`src/rtl/dtq_pkg.sv`:
```
// Package for the decimal text to Q7.8 parser: item types, character codes, power-of-ten table.
package dtq_pkg;

  localparam int MAX_FRAC_DIGITS_DEF = 8;
  // Fraction bits of Q7.8; also the number of quotient bits the divider produces.
  localparam int FRAC_BITS = 8;

  localparam logic [7:0] CHAR_MINUS = 8'h2D;
  localparam logic [7:0] CHAR_DOT   = 8'h2E;
  localparam logic [7:0] CHAR_COMMA = 8'h2C;
  localparam logic [7:0] CHAR_ZERO  = 8'h30;
  localparam logic [7:0] CHAR_NINE  = 8'h39;

  typedef struct packed {
    logic [7:0] char_code;
    logic       last_char;
  } in_t;

  typedef struct packed {
    logic signed [15:0] fixed_value;
    logic               status;
  } out_t;

  // 10^n for n = 0..9.
  function automatic logic [33:0] pow10_f(input logic [3:0] n);
    logic [33:0] p;
    case (n)
      4'd0:    p = 34'd1;
      4'd1:    p = 34'd10;
      4'd2:    p = 34'd100;
      4'd3:    p = 34'd1000;
      4'd4:    p = 34'd10000;
      4'd5:    p = 34'd100000;
      4'd6:    p = 34'd1000000;
      4'd7:    p = 34'd10000000;
      4'd8:    p = 34'd100000000;
      4'd9:    p = 34'd1000000000;
      default: p = 34'd1;
    endcase
    return p;
  endfunction

endpackage

```
`src/rtl/decimal_text_to_q7_8.sv`:
```
// Streaming parser from ASCII decimal text to a Q7.8 fixed-point value.
// Throughput: one character item per cycle while a number is being parsed.
// After the last character is accepted, the bit-serial restoring divider runs
//   (one quotient bit per cycle, 8 bits); the result is then registered once the output can take it.
// Input is held off until the result is registered; the result register frees the next number.
// Reset (async, active low) clears the parser, the divider step count and the result valid.
module decimal_text_to_q7_8
  import dtq_pkg::*;
#(
  parameter int MAX_FRAC_DIGITS = MAX_FRAC_DIGITS_DEF
) (
  input  logic clk_i,
  input  logic rst_ni,
  input  logic in_valid_i,
  output logic in_ready_o,
  input  in_t  in_i,
  output logic out_valid_o,
  input  logic out_ready_i,
  output out_t out_o
);

  localparam logic [33:0] MaxPow = pow10_f(4'(MAX_FRAC_DIGITS));
  localparam int FW  = $clog2(MaxPow);
  localparam int FXW = FW + 4;
  localparam int CW  = $clog2(MAX_FRAC_DIGITS + 1);
  localparam int SW  = $clog2(FRAC_BITS + 1);

  typedef enum logic [1:0] {PH_START, PH_INT, PH_FRAC, PH_DONE} phase_e;
  typedef enum logic {ST_PARSE, ST_DIV} state_e;

  state_e          state_q, state_d;
  phase_e          phase_q, phase_d;
  logic            neg_q, neg_d;
  logic [7:0]      int_q, int_d;
  logic            ovf_q, ovf_d;
  logic [FW-1:0]   frac_q, frac_d;
  logic [CW-1:0]   cnt_q, cnt_d;
  logic [FW-1:0]   rem_q, rem_d;
  logic [FW-1:0]   divisor_q, divisor_d;
  logic [FRAC_BITS-1:0] quo_q, quo_d;
  logic [SW-1:0]   steps_q, steps_d;
  logic            out_valid_q, out_valid_d;
  out_t            out_q, out_d;

  logic            take;
  logic [3:0]      digit;
  logic            is_digit;
  logic [11:0]     int_x;
  logic [FXW-1:0]  frac_x;
  logic [FW:0]     rem2;
  logic            fits;
  logic            bad;
  logic [15:0]     mag;

  assign in_ready_o  = (state_q == ST_PARSE);
  assign take        = in_valid_i && in_ready_o;
  assign out_valid_o = out_valid_q;
  assign out_o       = out_q;

  assign digit    = 4'(in_i.char_code - CHAR_ZERO);
  assign is_digit = (in_i.char_code >= CHAR_ZERO) && (in_i.char_code <= CHAR_NINE);
  assign int_x    = 12'(int_q) * 12'd10 + 12'(digit);
  assign frac_x   = FXW'(frac_q) * FXW'(10) + FXW'(digit);

  // restoring division step: remainder stays below the divisor
  assign rem2 = {rem_q, 1'b0};
  assign fits = rem2 >= {1'b0, divisor_q};

  always_comb begin
    bad = ovf_q;
    if (neg_q) begin
      if (int_q > 8'd128) begin
        bad = 1'b1;
      end else if (int_q == 8'd128 && quo_q != '0) begin
        bad = 1'b1;
      end
    end else if (int_q > 8'd127) begin
      bad = 1'b1;
    end
    mag = {int_q, quo_q};
  end

  always_comb begin
    logic skip;
    skip        = 1'b0;
    state_d     = state_q;
    phase_d     = phase_q;
    neg_d       = neg_q;
    int_d       = int_q;
    ovf_d       = ovf_q;
    frac_d      = frac_q;
    cnt_d       = cnt_q;
    rem_d       = rem_q;
    divisor_d   = divisor_q;
    quo_d       = quo_q;
    steps_d     = steps_q;
    out_valid_d = out_valid_q;
    out_d       = out_q;

    if (out_valid_q && out_ready_i) begin
      out_valid_d = 1'b0;
    end

    case (state_q)
      ST_PARSE: begin
        if (take) begin
          if (phase_d == PH_START) begin
            phase_d = PH_INT;
            if (in_i.char_code == CHAR_MINUS) begin
              neg_d = 1'b1;
              skip  = 1'b1;
            end
          end
          if (!skip) begin
            if (phase_d == PH_INT) begin
              if (is_digit) begin
                if (int_x > 12'd255) begin
                  ovf_d = 1'b1;
                end else begin
                  int_d = int_x[7:0];
                end
              end else if (in_i.char_code == CHAR_DOT || in_i.char_code == CHAR_COMMA) begin
                phase_d = PH_FRAC;
              end else begin
                phase_d = PH_DONE;
              end
            end else if (phase_d == PH_FRAC) begin
              if (is_digit) begin
                if (cnt_q < CW'(MAX_FRAC_DIGITS)) begin
                  frac_d = frac_x[FW-1:0];
                  cnt_d  = cnt_q + 1'b1;
                end
              end else begin
                phase_d = PH_DONE;
              end
            end
          end
          if (in_i.last_char) begin
            state_d   = ST_DIV;
            rem_d     = frac_d;
            divisor_d = FW'(pow10_f(4'(cnt_d)));
            quo_d     = '0;
            steps_d   = SW'(FRAC_BITS);
          end
        end
      end
      ST_DIV: begin
        if (steps_q != '0) begin
          rem_d   = fits ? FW'(rem2 - {1'b0, divisor_q}) : rem2[FW-1:0];
          quo_d   = {quo_q[FRAC_BITS-2:0], fits};
          steps_d = steps_q - 1'b1;
        end else if (!out_valid_q || out_ready_i) begin
          out_valid_d = 1'b1;
          if (bad) begin
            out_d.fixed_value = '0;
            out_d.status      = 1'b1;
          end else begin
            out_d.fixed_value = neg_q ? (~mag + 16'd1) : mag;
            out_d.status      = 1'b0;
          end
          state_d = ST_PARSE;
          phase_d = PH_START;
          neg_d   = 1'b0;
          int_d   = '0;
          ovf_d   = 1'b0;
          frac_d  = '0;
          cnt_d   = '0;
        end
      end
      default: begin
        state_d = ST_PARSE;
      end
    endcase
  end

  always_ff @(posedge clk_i or negedge rst_ni) begin
    if (!rst_ni) begin
      state_q     <= ST_PARSE;
      phase_q     <= PH_START;
      neg_q       <= 1'b0;
      int_q       <= '0;
      ovf_q       <= 1'b0;
      frac_q      <= '0;
      cnt_q       <= '0;
      steps_q     <= '0;
      out_valid_q <= 1'b0;
    end else begin
      state_q     <= state_d;
      phase_q     <= phase_d;
      neg_q       <= neg_d;
      int_q       <= int_d;
      ovf_q       <= ovf_d;
      frac_q      <= frac_d;
      cnt_q       <= cnt_d;
      steps_q     <= steps_d;
      out_valid_q <= out_valid_d;
    end
  end

  always_ff @(posedge clk_i) begin
    rem_q     <= rem_d;
    divisor_q <= divisor_d;
    quo_q     <= quo_d;
    out_q     <= out_d;
  end

endmodule

```
`config.mk`:
```
export PLATFORM = sky130hd
export DESIGN_NAME = decimal_text_to_q7_8
export DESIGN_NICKNAME = d
export VERILOG_FILES = /design/src/rtl/dtq_pkg.sv /design/src/rtl/decimal_text_to_q7_8.sv
export SDC_FILE = /design/constraint.sdc
export NUM_CORES = 1
export LEC_CHECK = 0
export BUFFER_PORTS_ARGS = -buffer_cell sky130_fd_sc_hd__buf_4
export CAP_MARGIN = 10
export CORE_MARGIN = 2
export CORE_UTILIZATION = 32
export CTS_CLUSTER_DIAMETER = 200
export DETAILED_ROUTE_END_ITERATION = 8
export SYNTH_ARGS = -nofsm -noshare
export SYNTH_HDL_FRONTEND = slang
export SYNTH_SLANG_ARGS = --single-unit
```
`constraint.sdc`:
```
create_clock -name clk_i -period 3.95 [get_ports clk_i]
set_input_delay 0.79 -clock clk_i [delete_from_list [all_inputs] [get_ports clk_i]]
set_output_delay 0.79 -clock clk_i [all_outputs]
set_load 0.01 [all_outputs]
```
==> summary.txt <==
STA
  – Post-route minimum period: 3980 ps
  – Fin crit share: 101%
  – Max Freq: 0.251 GHz
  – Final setup slack of the worst path: -33.5 ps
  – Slew of the pin with the lowest slew margin: 901 ps
  – Setup-violating endpoint count in the final report: 1
  – RSZ-0062 raised after global routing: true
  – Max-slew violation total from the final report: 0
  – Worst max-slew margin expressed relative to the limit: 40.0%
  – Worst clock skew: 16.9 ps
  – Hold Vio Cnt, Final: 0

Synthesis
  – Post-synthesis instance total: 1091
  – Cell types occupying the most area after synthesis: edfxtp_1 23%, dfrtp_1 12%, ha_1 12%, nand2_1 4.7%, o21ai_0 4.0%
  – Total of warnings raised by yosys: 0
  – Share of synthesized area occupied by flip-flops and latches: 35.3%
  – Post-synth EDFFs: 75
  – Synth Area per Inst: 9.03 µm²
  – Distinct cell type count of the synthesized netlist: 77
  – Async set or reset register ratio after synthesis: 39.5%
  – Most common flop cell mapped by yosys: edfxtp_1
  – Total of flip-flops plus latches after synthesis: 124
  – Cell type with the largest total area after synthesis: edfxtp_1
  – Area share of the largest cell type after synthesis: 22.9%
  – Post-synthesis net count: 1207
  – Post-synthesis cell area: 9860 µm²

Floorplanning
  – Num rows: 64
  – Core area: 30400 µm²
  – Boundary Pins: 32
  – DIE AREA: 32200 µm²
  – Initial core utilization: 32.4%
  – Die Span Y: 179 µm
  – Floorplan die width: 179 µm

Place
  – Placed cell count: 1547
  – Number of buffer cells added on primary ports: 31
  – Weighted congestion reported at the end of routability-driven placement: 0.864
  – DPL Wire Length: 19100 µm

Final layout
  – Final Non-Filler Cells: 1585
  – Number of fill cells in the layout: 3016
  – Fraction of the core area covered by cells at the end of the flow: 38.8%
  – Area grow syn2layout: 19.9%
  – Ratio of cells with drive above 1 in the final layout: 15.8%
  – Ant diodes: 0
  – Net total in the final layout: 1292

Worst setup path
  – Path depth of the worst reg2reg path: 14
  – Arrival time at the worst endpoint: 4260 ps
  – Slack of the worst reg-to-reg path: -30 ps
  – Element type at the critical path start: flop
  – Crit path launch: frac_q[3]
  – Worst R2R End: rem_q[26]
  – CP endpoint kind: flop
  – CP Max Fanout: 3
  – Startpoint of the most critical register-to-register path: frac_q[3]
  – Setup CP Type: reg2reg
  – Worst endpoint required time: 4230 ps
  – Crit path to: rem_q[26]

Route
  – Wire length per cell: 15.8 µm
  – Routed Antenna Nets: 0
  – Sum of met3 wire segment lengths after detailed routing: 842 µm
  – Final routed wirelength across all metal layers: 25000 µm
  – Amount of wire on met2 after detailed routing: 11600 µm
  – First DRT Iteration DRCs: 548
  – DRC violations left: 0
  – Vias: 8336
  – Mean number of vias per cell: 5.26
  – Detailed-routing iteration count for the pre-antenna-repair pass: 5
  – Wire length the detailed router placed on met1: 12100 µm
  – Highest metal layer used by the detailed router: met4

Run status
  – Failing checks: setup timing
  – Run status: complete, but fails checks

GRT
  – Initial antenna violation count: 0
  – Via count of the first global-routing pass: 8028
  – First-pass GRT wire length: 41400 µm
  – Overall Global Routing Usage: 15.6%
  – Overflow after GRT: 0
  – Pin count of the biggest net entering global routing: 53

Clock tree
  – Source-to-sink clock delay at the later pin of the worst-skew pair: 440 ps
  – Clock buffer count from CTS: 17
  – Sinks on the clock net: 124
  – Clock H-tree levels: 4
  – Buffer depth of the longest clock path: 2
  – Clock tree from TritonCTS: done
  – Root Buffer Master: clkbuf_16
  – Clk slew on worst S/H paths: 70 ps

Power and ir drop
  – IR Drop Worst-Case VDD: 0.270 mV
  – Leakage Power: 0.00548 µW
  – Total power divided by cell area: 630 nW/µm²

Min path
  – Kind of path behind the tightest hold check: in2async

Job
  – Max-Cap Viols: 0
-- report_power, final --
group / switching, µW / internal, µW / leakage (µW)
logic: 2080 / 1510 / 0.00378
clock network: 659 / 1020 / 0.000305
registers: 276 / 1910 / 0.00140
total: 3010 / 4430 / 0.00548
-- synth_stat cells, types with 8 or more instances --
cell      instances
or3_1             9
o31ai_1           9
o21ai_0          79
dfrtp_1          49
xor2_1           37
nor3_1           27
o211ai_1          8
nor2b_1           8
and2_1           13
nand2_1         124
clkbuf_1         36
nand4_1           8
a21o_1           40
inv_1            58
a31oi_1          12
edfxtp_1         75
ha_1             98
and3_1           16
xnor2_1          45
mux2i_1          28
nor2_1           87
a211oi_1          9
o21a_1           14
nand3_1          25
a21oi_1          60
-- layout by cell type (no fill, tap or decap), types with 5 or more instances in the layout --
cell type,n
nand2_1,124
nand3_1,25
edfxtp_1,75
o31ai_1,7
a211oi_1,7
inv_1,58
xor2_1,34
mux2i_1,27
a22oi_1,6
buf_4,104
nor2_1,84
nand2b_1,7
o21bai_1,6
nor3b_1,5
and3_1,16
dfrtp_1,48
nor2b_1,8
a21o_1,39
o211ai_1,8
a31oi_1,12
and2_1,13
ha_1,97
o21a_1,14
nor3_1,22
xnor2_1,44
nand4_1,8
a21oi_1,58
o21ai_0,74
clkbuf_16,17
inv_6,5
or3_1,9
-- per-layer routing --
metal	GRT usage, %	up-vias
met5	0	-
met4	4.62	0
met3	1.92	27
met2	25.9	169
met1	21.3	4000
li1	-	4140
-- worst max-delay path, stage by stage (launching register included) --
cell and delay (ps):
dfrtp_1 380, ha_1 300, ha_2 200, fa_2 340
a21o_1 240, a221oi_4 320, buf_6 150, mux2i_2 60
a221o_1 310, a2111oi_4 280, nand3_2 120, or2_1 250
or4_4 520, a311o_1 290, o211ai_2 60
-- final cells by class --
type | count | area [µm²] | share of cell area, %
Clock inverter | 15 | 199 | 1.68
Inverter | 59 | 221 | 1.87
Timing Repair Buffer | 107 | 823 | 6.97
Multi-Input combinational cell | 867 | 6180 | 52.2
Clock buffer | 17 | 425 | 3.60
Sequential cell | 124 | 3480 | 29.4
Tap cell | 396 | 495 | 4.19
-- worst min-delay path by stage --
stage | from | to | cells after the start
after floorplan | frac_q[26] | frac_q[26] | 1
after global placement | frac_q[26] | frac_q[26] | 1
after detailed placement | frac_q[26] | frac_q[26] | 1
after CTS | rst_ni | steps_q[3] | 1
after global routing | rst_ni | frac_q[19] | 1
final | rst_ni | steps_q[3] | 1
-- cells by family (layout without fill, tap and decap cells) --
family | after synthesis | after routing | share of synthesized area [%]
flops | 124 | 124 | 35.3
mux | 28 | 28 | 2.84
compound gates | 302 | 302 | 20.5
simple gates | 352 | 352 | 16.7
xor+xnor | 82 | 82 | 7.29
fa+ha+maj | 103 | 103 | 13.5
buf+inv | 100 | 198 | 3.88
-- repair_timing --
item                                    CTS  global route
pin swaps                                 0            15
hold buffers                              0             0
gates resized for setup                   2            37
setup buffers                             0             6
endpoints found under the setup margin    5            20
-- per-stage QoR --
step	setup WS [ps]	total power, µW	hold WS [ps]	cell area [µm²]	TNS, ps
4_1_cts	-57.0	7450	414	11600	-95.2
5_1_grt	-187	7990	450	11800	-1300
6_report	-33.5	7440	399	11800	-33.5
3_5_place_dp	-84.3	5760	467	11000	-207
2_1_floorplan	14.1	4720	450	9870	0
3_3_place_gp	-11.6	5710	462	11000	-11.6
-- sequential cells by signal, summed over array words and instances (netlist names) --
signal / flops
neg_q: 1
quo_q: 8
int_q: 8
out_o: 17
frac_q: 27
state_q: 1
cnt_q: 4
rem_q: 27
out_valid_o: 1
ovf_q: 1
divisor_q: 23
steps_q: 4
phase_q: 2
Power figures use the tool's default switching activity.
